`src/sv/hrht_pkg.sv`:
```
// ----------------------------------------------------------------------------
// hrht_pkg
// Types and constants for the HTTP response header tokenizer.
// ----------------------------------------------------------------------------
package hrht_pkg;

    // Parse phases, one-hot
    typedef enum logic [6:0] {
        PH_PROTO  = 7'b000_0001,
        PH_STATUS = 7'b000_0010,
        PH_MSG    = 7'b000_0100,
        PH_KEY    = 7'b000_1000,
        PH_VAL    = 7'b001_0000,
        PH_BODY   = 7'b010_0000,
        PH_DONE   = 7'b100_0000
    } phase_t;

    // Token classes
    localparam logic [2:0] CLS_NONE   = 3'd0;
    localparam logic [2:0] CLS_PROTO  = 3'd1;
    localparam logic [2:0] CLS_STATUS = 3'd2;
    localparam logic [2:0] CLS_MSG    = 3'd3;
    localparam logic [2:0] CLS_KEY    = 3'd4;
    localparam logic [2:0] CLS_VAL    = 3'd5;
    localparam logic [2:0] CLS_BODY   = 3'd6;

    // Opcodes
    localparam logic OP_START = 1'b0;
    localparam logic OP_BYTE  = 1'b1;

    // Characters
    localparam logic [7:0] CH_CR    = 8'h0D;
    localparam logic [7:0] CH_LF    = 8'h0A;
    localparam logic [7:0] CH_COLON = 8'h3A;
    localparam logic [7:0] CH_SPACE = 8'h20;
    localparam logic [7:0] CH_ZERO  = 8'h30;
    localparam logic [7:0] CH_NINE  = 8'h39;

    localparam logic [3:0] KEY_LEN = 4'd14;

    // "Content-Length", one character per match position
    function automatic logic [7:0] key_char(input logic [3:0] pos);
        logic [7:0] ch;
        case (pos)
            4'd0:    ch = 8'h43; // C
            4'd1:    ch = 8'h6F; // o
            4'd2:    ch = 8'h6E; // n
            4'd3:    ch = 8'h74; // t
            4'd4:    ch = 8'h65; // e
            4'd5:    ch = 8'h6E; // n
            4'd6:    ch = 8'h74; // t
            4'd7:    ch = 8'h2D; // -
            4'd8:    ch = 8'h4C; // L
            4'd9:    ch = 8'h65; // e
            4'd10:   ch = 8'h6E; // n
            4'd11:   ch = 8'h67; // g
            4'd12:   ch = 8'h74; // t
            4'd13:   ch = 8'h68; // h
            default: ch = 8'h00;
        endcase
        return ch;
    endfunction

endpackage

```
`src/sv/http_response_header_tokenizer.sv`:
```
// ----------------------------------------------------------------------------
// http_response_header_tokenizer
// Tags each byte of an HTTP response and extracts Content-Length.
// ----------------------------------------------------------------------------
// One request is one byte (or a start-of-response opcode) and yields exactly
// one result. The block sustains one request per clock unless out_stall holds
// the output register: a request is registered in the input register, then the
// parse state and the result register are updated from it once the output
// register is free. The state update (key match, decimal accumulate and body
// count compare, the last two LENGTH_BITS wide) is combinational and sets the
// rate. in_stall only rises while a request waits in the input register and
// the output register is full and held by out_stall.
module http_response_header_tokenizer #(
    parameter int LENGTH_BITS = 32
) (
    input  logic        clk,
    input  logic        rst_n,
    input  logic        in_valid,
    output logic        in_stall,
    input  logic        opcode,
    input  logic [7:0]  data_byte,
    output logic        out_valid,
    input  logic        out_stall,
    output logic [2:0]  token_class,
    output logic        byte_valid,
    output logic [7:0]  out_byte,
    output logic        token_last,
    output logic        header_done,
    output logic        response_done,
    output logic [31:0] length_value
);

    localparam int WW    = LENGTH_BITS + 4;
    localparam int EXT_W = LENGTH_BITS + 32;

    // input stage
    logic       a_valid_reg;
    logic       a_opcode_reg;
    logic [7:0] a_byte_reg;

    // parse state
    hrht_pkg::phase_t       phase_reg, phase_next;
    logic                   hdr_reg, hdr_next;
    logic [3:0]             kpos_reg, kpos_next;
    logic                   kmis_reg, kmis_next;
    logic                   vlen_reg, vlen_next;
    logic                   vfirst_reg, vfirst_next;
    logic                   vdig_reg, vdig_next;
    logic [LENGTH_BITS-1:0] acc_reg, acc_next;
    logic [LENGTH_BITS-1:0] cl_reg, cl_next;
    logic [LENGTH_BITS-1:0] bc_reg, bc_next;

    // output stage
    logic        out_valid_reg;
    logic [2:0]  cls_reg, cls_next;
    logic        bval_reg, bval_next;
    logic [7:0]  obyte_reg, obyte_next;
    logic        last_reg, last_next;
    logic        hdone_reg, hdone_next;
    logic        rdone_reg, rdone_next;
    logic [31:0] lval_reg, lval_next;

    logic             out_free;
    logic             a_fire;
    logic             in_take;
    logic [WW-1:0]    acc_w;
    logic [WW-1:0]    acc_sum;
    logic [EXT_W-1:0] cl_ext;

    assign out_free = !out_valid_reg || !out_stall;
    assign a_fire   = a_valid_reg && out_free;
    assign in_stall = a_valid_reg && !out_free;
    assign in_take  = in_valid && !in_stall;

    // acc*10 + digit, with headroom to detect saturation
    assign acc_w   = WW'(acc_reg);
    assign acc_sum = (acc_w << 3) + (acc_w << 1) + WW'(a_byte_reg[3:0]);

    always_comb
    begin
        logic [7:0] b;
        logic       done_n;
        b           = a_byte_reg;
        phase_next  = phase_reg;
        hdr_next    = hdr_reg;
        kpos_next   = kpos_reg;
        kmis_next   = kmis_reg;
        vlen_next   = vlen_reg;
        vfirst_next = vfirst_reg;
        vdig_next   = vdig_reg;
        acc_next    = acc_reg;
        cl_next     = cl_reg;
        bc_next     = bc_reg;
        cls_next    = hrht_pkg::CLS_NONE;
        bval_next   = 1'b0;
        last_next   = 1'b0;

        if (a_opcode_reg == hrht_pkg::OP_START)
        begin
            phase_next  = hrht_pkg::PH_PROTO;
            hdr_next    = 1'b1;
            kpos_next   = '0;
            kmis_next   = 1'b0;
            vlen_next   = 1'b0;
            vfirst_next = 1'b1;
            vdig_next   = 1'b1;
            acc_next    = '0;
            cl_next     = '0;
            bc_next     = '0;
        end
        else if (!(hdr_reg && b == hrht_pkg::CH_CR))
        begin
            case (phase_reg)
                hrht_pkg::PH_PROTO:
                begin
                    cls_next = hrht_pkg::CLS_PROTO;
                    if (b == hrht_pkg::CH_SPACE)
                    begin
                        last_next  = 1'b1;
                        phase_next = hrht_pkg::PH_STATUS;
                    end
                    else
                    begin
                        bval_next = 1'b1;
                    end
                end
                hrht_pkg::PH_STATUS:
                begin
                    cls_next = hrht_pkg::CLS_STATUS;
                    if (b == hrht_pkg::CH_SPACE)
                    begin
                        last_next  = 1'b1;
                        phase_next = hrht_pkg::PH_MSG;
                    end
                    else
                    begin
                        bval_next = 1'b1;
                    end
                end
                hrht_pkg::PH_MSG:
                begin
                    cls_next = hrht_pkg::CLS_MSG;
                    if (b == hrht_pkg::CH_LF)
                    begin
                        last_next  = 1'b1;
                        phase_next = hrht_pkg::PH_KEY;
                        kpos_next  = '0;
                        kmis_next  = 1'b0;
                    end
                    else
                    begin
                        bval_next = 1'b1;
                    end
                end
                hrht_pkg::PH_KEY:
                begin
                    if (b == hrht_pkg::CH_LF)
                    begin
                        // blank line ends the header
                        hdr_next   = 1'b0;
                        phase_next = (cl_reg != '0) ? hrht_pkg::PH_BODY
                                                    : hrht_pkg::PH_DONE;
                    end
                    else if (b == hrht_pkg::CH_COLON)
                    begin
                        cls_next    = hrht_pkg::CLS_KEY;
                        last_next   = 1'b1;
                        vlen_next   = !kmis_reg && kpos_reg == hrht_pkg::KEY_LEN;
                        vfirst_next = 1'b1;
                        vdig_next   = 1'b1;
                        acc_next    = '0;
                        phase_next  = hrht_pkg::PH_VAL;
                    end
                    else
                    begin
                        cls_next  = hrht_pkg::CLS_KEY;
                        bval_next = 1'b1;
                        if (!kmis_reg && kpos_reg < hrht_pkg::KEY_LEN &&
                            b == hrht_pkg::key_char(kpos_reg))
                        begin
                            kpos_next = kpos_reg + 4'd1;
                        end
                        else
                        begin
                            kmis_next = 1'b1;
                        end
                    end
                end
                hrht_pkg::PH_VAL:
                begin
                    cls_next = hrht_pkg::CLS_VAL;
                    if (b == hrht_pkg::CH_LF)
                    begin
                        last_next = 1'b1;
                        if (vlen_reg)
                        begin
                            cl_next = acc_reg;
                        end
                        phase_next = hrht_pkg::PH_KEY;
                        kpos_next  = '0;
                        kmis_next  = 1'b0;
                    end
                    else if (vfirst_reg)
                    begin
                        vfirst_next = 1'b0;
                    end
                    else
                    begin
                        bval_next = 1'b1;
                        if (vdig_reg)
                        begin
                            if (b inside {[hrht_pkg::CH_ZERO:hrht_pkg::CH_NINE]})
                            begin
                                if (acc_sum[WW-1:LENGTH_BITS] != '0)
                                begin
                                    acc_next = '1;
                                end
                                else
                                begin
                                    acc_next = acc_sum[LENGTH_BITS-1:0];
                                end
                            end
                            else
                            begin
                                vdig_next = 1'b0;
                            end
                        end
                    end
                end
                hrht_pkg::PH_BODY:
                begin
                    cls_next  = hrht_pkg::CLS_BODY;
                    bval_next = 1'b1;
                    if (bc_reg != '1)
                    begin
                        bc_next = bc_reg + LENGTH_BITS'(1);
                    end
                    if (cl_reg != '0 && bc_next >= cl_reg)
                    begin
                        last_next  = 1'b1;
                        phase_next = hrht_pkg::PH_DONE;
                    end
                end
                default:
                begin
                    // finished: bytes are ignored
                end
            endcase
        end

        done_n = !(phase_next == hrht_pkg::PH_PROTO || phase_next == hrht_pkg::PH_STATUS ||
                   phase_next == hrht_pkg::PH_MSG   || phase_next == hrht_pkg::PH_KEY    ||
                   phase_next == hrht_pkg::PH_VAL   || phase_next == hrht_pkg::PH_BODY);
        obyte_next = bval_next ? b : 8'h00;
        hdone_next = !hdr_next;
        rdone_next = done_n;
    end

    assign cl_ext    = {32'd0, cl_next};
    assign lval_next = cl_ext[31:0];

    // control
    always_ff @(posedge clk or negedge rst_n)
    begin
        if (!rst_n)
        begin
            a_valid_reg   <= 1'b0;
            out_valid_reg <= 1'b0;
            phase_reg     <= hrht_pkg::PH_PROTO;
            hdr_reg       <= 1'b1;
            kpos_reg      <= '0;
            kmis_reg      <= 1'b0;
            vlen_reg      <= 1'b0;
            vfirst_reg    <= 1'b1;
            vdig_reg      <= 1'b1;
            acc_reg       <= '0;
            cl_reg        <= '0;
            bc_reg        <= '0;
        end
        else
        begin
            if (in_take)
            begin
                a_valid_reg <= 1'b1;
            end
            else if (a_fire)
            begin
                a_valid_reg <= 1'b0;
            end
            if (a_fire)
            begin
                out_valid_reg <= 1'b1;
            end
            else if (!out_stall)
            begin
                out_valid_reg <= 1'b0;
            end
            if (a_fire)
            begin
                phase_reg  <= phase_next;
                hdr_reg    <= hdr_next;
                kpos_reg   <= kpos_next;
                kmis_reg   <= kmis_next;
                vlen_reg   <= vlen_next;
                vfirst_reg <= vfirst_next;
                vdig_reg   <= vdig_next;
                acc_reg    <= acc_next;
                cl_reg     <= cl_next;
                bc_reg     <= bc_next;
            end
        end
    end

    // payload
    always_ff @(posedge clk)
    begin
        if (in_take)
        begin
            a_opcode_reg <= opcode;
            a_byte_reg   <= data_byte;
        end
        if (a_fire)
        begin
            cls_reg   <= cls_next;
            bval_reg  <= bval_next;
            obyte_reg <= obyte_next;
            last_reg  <= last_next;
            hdone_reg <= hdone_next;
            rdone_reg <= rdone_next;
            lval_reg  <= lval_next;
        end
    end

    assign out_valid     = out_valid_reg;
    assign token_class   = cls_reg;
    assign byte_valid    = bval_reg;
    assign out_byte      = obyte_reg;
    assign token_last    = last_reg;
    assign header_done   = hdone_reg;
    assign response_done = rdone_reg;
    assign length_value  = lval_reg;

    // header can only close into body or finished phase
    a_hdr_phase: assert property (@(posedge clk) disable iff (!rst_n)
        !hdr_reg |-> (phase_reg == hrht_pkg::PH_BODY || phase_reg == hrht_pkg::PH_DONE))
        else $error("header closed outside body/done phase");

    a_done_hdr: assert property (@(posedge clk) disable iff (!rst_n)
        out_valid && response_done |-> header_done)
        else $error("response done before header done");

    a_valid_cls: assert property (@(posedge clk) disable iff (!rst_n)
        out_valid && byte_valid |-> token_class != hrht_pkg::CLS_NONE)
        else $error("valid byte without token class");

    a_start_clr: assert property (@(posedge clk) disable iff (!rst_n)
        a_fire && a_opcode_reg == hrht_pkg::OP_START |=>
            hdr_reg && kpos_reg == '0 && cl_reg == '0 && bc_reg == '0)
        else $error("start request did not clear parse state");

endmodule

```
`config.mk`:
```
export PLATFORM = sky130hd
export DESIGN_NAME = http_response_header_tokenizer
export DESIGN_NICKNAME = d
export VERILOG_FILES = /design/src/sv/hrht_pkg.sv /design/src/sv/http_response_header_tokenizer.sv
export SDC_FILE = /design/constraint.sdc
export NUM_CORES = 1
export LEC_CHECK = 0
export BUFFER_PORTS_ARGS = -buffer_cell sky130_fd_sc_hd__buf_2
export CORE_MARGIN = 4
export CORE_UTILIZATION = 60
export DETAILED_ROUTE_END_ITERATION = 6
export PLACE_DENSITY_LB_ADDON = 0.08
export SYNTH_ARGS = -nofsm -noshare
export SYNTH_HDL_FRONTEND = slang
export SYNTH_SLANG_ARGS = --single-unit
```
`constraint.sdc`:
```
create_clock -name clk -period 5.8 [get_ports clk]
set_input_delay 0.58 -clock clk [delete_from_list [all_inputs] [get_ports clk]]
set_output_delay 0.58 -clock clk [all_outputs]
set_load 0.02 [all_outputs]
```
==> reports/metrics.cfg, run 1 <==
[run_status]
outcome=complete, no violations

[logic_synthesis]
synth_adder_area_share_pct=11.1
ys_top_cells_by_area=dfrtp_1 (23%), edfxtp_1 (14%), ha_1 (11%)
synth_xor_area_share_pct=4.78
netlist_area_sq_um=11700
yosys.area.top_type=dfrtp_1
synth_top_area_share_pct=23.5
synth-edff-count=56
syn_nets=1399
ys.flop_type=dfrtp_1
async_reset_ff_share_pct=67.1
yosys_register_bits=170
synth_mux_area_share_pct=4.83
yosysUniqueCellTypes=74
yosys_warnings=0
ys_seq_area_share_pct=38.7
syn_area_per_cell_sq_um=9.14
synth_compound_area_share_pct=19.1
synthSimpleGateAreaFrac_pct=17.5
synth_top_family_by_area=compound AO/OA/AOI/OAI gates
synthesis.instances=1283

[setup_path]
path_max_fanout=9
crit_type=reg -> reg
worstSetupEndpointType=flip-flop
r2r_cells=17
cp.arrival_ns=4.88
startpoint_type=flip-flop
reg2reg_to=response_done
r2r_setup_slack_ns=1.06
r2r_start=bc_reg[0]
cp.required_ns=5.94

[timing]
finalSetupViolations=0
fin_crit_sh_pct=81.7
fin_ws_ns=1.06
worst_pin_slew_ns=1.02
max_freq_ghz=0.211
hold_violations=0
fin_skew_ns=0.0122
fin_crit_ns=4.74
slew_headroom_pct=31.9
fin_setup_tns_ns=0
slew_violations=0
rsz0062_at_grt=false

[die]
die-area_sq_um=21800
num_rows=50
core-area_sq_um=19000
initial_core_util_pct=61.8
chipHeight_um=148
die_w_um=148
io_pins=62

[finish]
drive_gt1_share_pct=10.1
nFillCells=1533
multi_input_area_sq_um=6760
diodes=0
regArea_sq_um=4540
nNetsFinal=1422
final_cell_count_no_fill=1579
utilization_pct=67.6
syn_to_final_growth_pct=9.25
final_cell_mix=nand2_1 (145), dfrtp_1 (110), ha_1 (101), o21ai_0 (99), nor2_1 (92)
layout_commonest_cell=nand2_1

[power_and_ir_drop]
power_density_nw_per_um2=473
leakage_nw=5.72
vdd_ir_drop_max_uv=822

[drt]
drtIter0Drc=698
num_vias=9951
vias_per_cell=6.30
wl_per_cell_um=18.7
first_pass_iters=5
drt_wl_total_um=29600
drc=0
postRouteAntennaNets=0

[grt]
grt_antenna_before_repair=0
grt_overflow=0
grt_first_pass_wirelength_um=48200
track_usage_pct=27.3
grt_pass1_vias=9362
grt_max_degree=97

[clocking]
cts_setup_buffers=0
clockBufferDepth=2
cts_tree=done
cts.clk_slew.worst_paths_ns=0.08
post_cts_resized=0
clock_latency_ns=0.44
htree_levels=4
cts-root-buf=clkbuf_16
cts.sinks=170
numCtsBuffers=17
ctsHoldBuffers=0

[hold_path]
holdCritPathClass=in -> async

[job]
maxCapViolCount=0

[placed_design]
dpl.cell_count=1547
dp_hpwl_um=21100
preCtsSetupSlack_ns=1.17
port_buffers=61
gp_congestion=0.942

==> cell usage after synthesis, types with 6 or more instances <==
cell        n
nand2_1   146
dfrtp_1   110
ha_1      101
o21ai_0    99
nor2_1     92
a21oi_1    60
clkbuf_1   56
edfxtp_1   56
inv_1      53
mux2i_1    51
o31ai_1    44
a31oi_1    42
xor2_1     36
nand3_1    30
xnor2_1    28
nor3_1     26
nand4_1    19
a21o_1     18
nand2b_1   16
nor4_1     16
and2_1     15
a22o_1     11
and3_1     10
and4_1      9
buf_2       9
o21ai_1     8
o21a_1      7
or3_1       7
o211ai_1    6
==> power breakdown <==
group	leakage (nW)	switching [mW]	internal, mW	total (mW)
logic	3.37	1.99	1.26	3.26
clock network	0.293	0.569	0.583	1.15
registers	2.06	0.252	1.40	1.66
total	5.72	2.81	3.25	6.06
==> stage by stage <==
step / hold WS, ns / area, sq um / total power [mW]
finish: 0.217 / 12800 / 6.06
global route: 0.278 / 12800 / 6.50
CTS: 0.245 / 12800 / 6.03
detailed placement: 0.475 / 12200 / 4.88
global placement: 0.476 / 12200 / 4.82
floorplan: 0.284 / 11700 / 4.04
==> kinds of logic (layout without fill, tap and decap cells) <==
family          Yosys count  after routing
simple gates            420            420
compound gates          349            349
flops                   170            170
buf+inv                 121            157
fa+ha+maj               103            103
xor+xnor                 64             64
mux                      56             56
==> routing by layer <==
metal  up-vias  routed length [um]  GRT usage (%)
li1       4783                   -              -
met1      4795               13300           37.7
met2       313               13600           43.4
met3        60                1920           5.76
met4         0                 762           8.67
met5         -                   0              0
==> worst max-delay path by stage <==
stage                   start            end  slack, ns  cells past startpoint
floorplan           bc_reg[0]  response_done       1.67                     17
detailed placement  bc_reg[0]  response_done       1.17                     17
finish              bc_reg[0]  response_done       1.06                     17
global placement    bc_reg[0]  response_done       1.37                     17
global route        bc_reg[4]  response_done       0.77                     16
CTS                 bc_reg[0]  response_done       1.12                     17
==> layout make-up <==
class / count / area share, %
Multi-Input combinational cell: 992 / 52.7
Sequential cell: 170 / 35.4
Clock buffer: 17 / 3.32
Timing Repair Buffer: 72 / 3.05
Tap cell: 260 / 2.54
Inverter: 53 / 1.55
Clock inverter: 15 / 1.36
==> worst max-delay path: stages (launching register included) <==
cell and delay (ns):
dfrtp_1 0.46, ha_1 0.24, nand3_1 0.15, nor3_1 0.08, and4b_1 0.31, or3_1 0.45
or3_1 0.45, or2_1 0.28, xnor2_1 0.15, ha_1 0.30, nand4_1 0.11, nor4_1 0.27
nand2_1 0.10, a31oi_1 0.33, o31ai_1 0.15, a31oi_1 0.29, and4_1 0.25, o32ai_2 0.08
No activity file was read; power rests on OpenSTA's default activity.
==> run 2, diff against run 1 <==
CORE_UTILIZATION = 57   (was 60)
clock period = 4.21 ns   (was 5.8 ns; I/O delays follow)
==> reports/metrics.cfg, run 2 (synthesized netlist as in run 1, its figures left out) <==
[grt]
grt_max_degree=76  ; -22%
grt_pass1_vias=9570  ; +2.2%
grt_first_pass_wirelength_um=49900  ; +3.5%
grt_overflow=0  ; unchanged
grt_antenna_before_repair=0  ; unchanged
track_usage_pct=27.5  ; +0.19 points

[die]
num_rows=52  ; +4.0%
die-area_sq_um=22900  ; +5.0%
initial_core_util_pct=57.9  ; -3.9 points
io_pins=62  ; unchanged
chipHeight_um=151  ; +2.5%
die_w_um=151  ; +2.5%
core-area_sq_um=20200  ; +6.7%

[timing]
fin_setup_tns_ns=0  ; unchanged
slew_violations=0  ; unchanged
slew_headroom_pct=30.9  ; -0.99 points
worst_pin_slew_ns=1.04  ; +0.0149 ns
fin_crit_sh_pct=98.8  ; +17 points
rsz0062_at_grt=true
finalSetupViolations=0  ; unchanged
hold_violations=0  ; unchanged
fin_ws_ns=0.0523  ; -1.01 ns
fin_skew_ns=0.0134  ; +0.00113 ns
timing.hold.ws_ns=0.111  ; -0.106 ns
max_freq_ghz=0.241  ; +14%
fin_crit_ns=4.16  ; -0.578 ns

[clocking]
numCtsBuffers=17  ; unchanged
cts.sinks=170  ; unchanged
cts.clk_slew.worst_paths_ns=0.08  ; about the same
htree_levels=4  ; unchanged
cts_tree=done
ctsHoldBuffers=0  ; unchanged
clockBufferDepth=2  ; unchanged
cts-root-buf=clkbuf_16
clock_latency_ns=0.44  ; about the same

[power_and_ir_drop]
power_density_nw_per_um2=648  ; +37%
leakage_nw=6.02  ; +5.3%
vdd_ir_drop_max_uv=1250  ; +52%
power.total_mw=8.65  ; +43%

[setup_path]
crit_type=reg -> reg
startpoint_type=flip-flop
path_max_fanout=5  ; -4
worstSetupEndpointType=flip-flop
cp.required_ns=4.39  ; -1.55 ns
r2r_setup_slack_ns=0.05  ; -1.01 ns
r2r_start=bc_reg[0]
reg2reg_to=response_done
cp.arrival_ns=4.34  ; -0.54 ns
r2r_cells=17  ; unchanged

[finish]
utilization_pct=66.0  ; -1.5 points
final_cell_count_no_fill=1644  ; +4.1%
layout_commonest_cell=nand2_1
diodes=0  ; unchanged
drive_gt1_share_pct=14.8  ; +4.7 points
regArea_sq_um=4540  ; unchanged
syn_to_final_growth_pct=14.0
final_cell_mix=nand2_1 (145), dfrtp_1 (110), ha_1 (100), o21ai_0 (99), nor2_1 (92)
multi_input_area_sq_um=6840  ; +1.2%
nNetsFinal=1477  ; +3.9%
nFillCells=1673  ; +9.1%
finalInstanceArea_sq_um=13400  ; +4.3%

[drt]
drt_wl_total_um=30800  ; +4.0%
first_pass_iters=7  ; +2
vias_per_cell=6.18  ; -1.9%
wl_per_cell_um=18.7  ; -0.12%
drtIter0Drc=829  ; +19%
drc=0  ; unchanged
num_vias=10162  ; +2.1%
postRouteAntennaNets=0  ; unchanged

[placed_design]
preCtsSetupSlack_ns=-0.0107  ; -1.18 ns
dpl.cell_count=1610  ; +4.1%
gp_congestion=0.907  ; -3.7%
port_buffers=61  ; unchanged
dp_hpwl_um=22500  ; +6.9%
place_area_sq_um=12600  ; +3.6%

[job]
maxCapViolCount=0  ; unchanged

[hold_path]
holdCritPathClass=in -> async

[run_status]
outcome=complete, no violations

==> run 2: changes by cell type in the layout (fill, tap and decap cells not counted), sizes merged <==
| cell | previous run | this run |
|---|---|---|
| bufinv | 0 | 2 |
| buf | 72 | 127 |
| clkinvlp | 0 | 2 |
| clkbuf | 17 | 18 |
| inv | 60 | 61 |
| clkinv | 8 | 2 |
==> run 2: timing repair <==
action / 4_1_cts / 5_1_grt
pin swaps: 1 / 7
setup endpoints to repair: 1 / 3
buffers inserted: 0 / 2
gates resized for setup: 2 / 15
==> run 2: layout make-up <==
type / count / share of cell area (%)
multi-input combinational: 992 / 51.2
inverter: 53 / 1.49
tap: 270 / 2.53
timing repair buffer: 127 / 6.20
sequential: 170 / 34.0
clock inverter: 14 / 1.34
clock buffer: 18 / 3.29
==> run 2: report_power, final <==
part	switching (mW)	leakage [nW]	internal, mW
sequential	0.315	2.06	1.94
clock	0.751	0.300	0.920
combinational	2.86	3.66	1.87
total	3.92	6.02	4.73
==> run 2: worst max-delay path by stage <==
stage	startpoint	end	slack (ns)	cells after the start
after floorplan	bc_reg[0]	response_done	0.08	17
after global placement	bc_reg[0]	response_done	0.05	16
after detailed placement	bc_reg[0]	response_done	-0.01	17
after CTS	bc_reg[0]	response_done	0.02	17
after global routing	bc_reg[0]	response_done	-0.14	17
final	bc_reg[0]	response_done	0.05	17
==> run 2: routing by layer <==
layer / routed length [um] / GRT usage (%) / share of wire (%)
met2: 14300 / 42.9 / 47
met1: 14100 / 39.6 / 46
met5: 0 / 0 / 0
met4: 719 / 8.34 / 2.3
met3: 1650 / 4.25 / 5.4
==> run 2: worst max-delay path: stages, from the launching register on <==
cell and delay (ns):
dfrtp_1 0.39, ha_2 0.20, nand3_2 0.08, nor3_1 0.05, and4b_2 0.28, or3_4 0.36
or3_4 0.39, or2_4 0.25, xnor2_1 0.13, ha_1 0.30, nand4_1 0.15, nor4_2 0.35
nand2_1 0.14, a31oi_4 0.21, o31ai_4 0.11, a31oi_2 0.22, and4_1 0.23, o32ai_2 0.08
==> run 3, diff against run 2 <==
RECOVER_POWER = 25   (was default)
==> reports/metrics.cfg, run 3 (synthesized netlist as in run 1, its figures left out) <==
[clocking]
numCtsBuffers=17  ; unchanged
cts_tree=done
cts.sinks=170  ; unchanged
ctsHoldBuffers=0  ; unchanged
clockBufferDepth=2  ; unchanged
htree_levels=4  ; unchanged
cts-root-buf=clkbuf_16
cts.clk_slew.worst_paths_ns=0.08  ; about the same
clock_latency_ns=0.44  ; about the same

[grt]
grt_max_degree=76  ; unchanged
track_usage_pct=27.5  ; unchanged
grt_pass1_vias=9570  ; unchanged
grt_antenna_before_repair=0  ; unchanged
grt_overflow=0  ; unchanged
grt_first_pass_wirelength_um=49900  ; unchanged

[timing]
fin_skew_ns=0.0132  ; -0.000129 ns
hold_violations=0  ; unchanged
fin_crit_ns=4.16  ; +0.000788 ns
fin_ws_ns=0.0515  ; -0.000788 ns
rsz0062_at_grt=true
max_freq_ghz=0.240  ; about the same
slew_violations=74  ; +74
slew_headroom_pct=-28.3  ; -59 points
finalSetupViolations=0  ; unchanged
fin_crit_sh_pct=98.8  ; about the same
timing.hold.ws_ns=0.154  ; +0.0426 ns
worst_pin_slew_ns=1.92  ; +0.888 ns

[drt]
wl_met2_um=14300  ; -0.20%
drc=0  ; unchanged
drt_wl_total_um=30800  ; about the same
postRouteAntennaNets=0  ; unchanged
wl_met3_um=1630  ; -1.6%
vias_per_cell=6.17  ; -0.16%
num_vias=10146  ; -0.16%
first_pass_iters=7  ; unchanged
highest_layer=met4
wl_met1_um=14100  ; +0.31%
wl_per_cell_um=18.7  ; about the same
drtIter0Drc=829  ; unchanged

[finish]
diodes=0  ; unchanged
drive_gt1_share_pct=14.7  ; -0.073 points
nNetsFinal=1477  ; unchanged
finalInstanceArea_sq_um=13400  ; about the same
final_cell_count_no_fill=1644  ; unchanged
layout_commonest_cell=nand2_1
syn_to_final_growth_pct=13.9  ; about the same
final_cell_mix=nand2_1 (145), dfrtp_1 (110), ha_1 (100), o21ai_0 (99), nor2_1 (92)

[setup_path]
crit_type=reg -> reg
cp.arrival_ns=4.34  ; about the same
cp.required_ns=4.39  ; about the same
path_max_fanout=5  ; unchanged
startpoint_type=flip-flop
worstSetupEndpointType=flip-flop

[placed_design]
place_area_sq_um=12600  ; unchanged
gp_congestion=0.907  ; unchanged
preCtsSetupSlack_ns=-0.0107  ; unchanged
dp_hpwl_um=22500  ; unchanged
port_buffers=61  ; unchanged
dpl.cell_count=1610  ; unchanged

[die]
io_pins=62  ; unchanged
die-area_sq_um=22900  ; unchanged
die_w_um=151  ; unchanged
num_rows=52  ; unchanged
core-area_sq_um=20200  ; unchanged
chipHeight_um=151  ; unchanged
initial_core_util_pct=57.9  ; unchanged

[run_status]
violations=max-capacitance violations, max-slew violations
outcome=finished with violations

[hold_path]
holdCritPathClass=in -> reg

[job]
maxCapViolCount=1  ; +1

[power_and_ir_drop]
power_density_nw_per_um2=648  ; about the same
vdd_ir_drop_max_uv=1250  ; +0.10%
leakage_nw=6.02  ; about the same
power.total_mw=8.65  ; about the same

[run 3: path summary, 6_finish.rpt]
| check | from | cells after the start | slack, ns | to |
|---|---|---|---|---|
| hold / removal | data_byte[5] | 1 | 0.15 | a_byte_reg[5] |
| min in group asynchronous | rst_n | 1 | 0.48 | cl_reg[7] |
| max in group asynchronous | rst_n | 2 | 1.83 | bc_reg[31] |
| hold reg to reg | vfirst_reg | 2 | 0.49 | vfirst_reg |
| setup / recovery | bc_reg[0] | 17 | 0.05 | response_done |
| setup reg to reg | bc_reg[0] | 17 | 0.05 | response_done |
[run 3: area by class of cell]
cell class | count | area (sq um)
Fill cell | 1676 | 6880
Multi-Input combinational cell | 992 | 6840
Sequential cell | 170 | 4540
Timing Repair Buffer | 127 | 822
Clock buffer | 18 | 439
Tap cell | 270 | 338
Inverter | 53 | 199
Clock inverter | 14 | 179
[run 3: power by group]
part / internal, mW / leakage (nW) / switching [mW]
Clock: 0.920 / 0.300 / 0.751
Sequential: 1.94 / 2.06 / 0.315
Combinational: 1.87 / 3.66 / 2.86
[run 3: per-layer routing]
layer / vias up / track usage, %
li1: 4907 / -
met1: 4877 / 39.6
met2: 314 / 42.9
met3: 48 / 4.25
met4: 0 / 8.34
met5: - / 0
[run 3: timing repair]
item / 4_1_cts / 5_1_grt
setup endpoints to repair: 1 / 3
setup buffers: 0 / 2
pin swaps: 1 / 7
resized for setup: 2 / 15
[run 3: metrics by stage]
step | util, % | setup TNS (ns)
floorplan | - | 0
global placement | 62.5 | 0
detailed placement | 62.5 | -0.0107
CTS | 65.6 | 0
global route | 66.0 | -0.136
finish | 66.0 | 0
[run 3: worst max-delay path, cell delays in order (launching register included)]
cell	delay, ns
dfrtp_1	0.39
ha_2	0.20
nand3_2	0.08
nor3_1	0.05
and4b_2	0.28
or3_4	0.36
or3_4	0.39
or2_4	0.25
xnor2_1	0.13
ha_1	0.30
nand4_1	0.15
nor4_2	0.35
nand2_1	0.14
a31oi_4	0.21
o31ai_4	0.11
a31oi_2	0.22
and4_1	0.23
o32ai_2	0.08
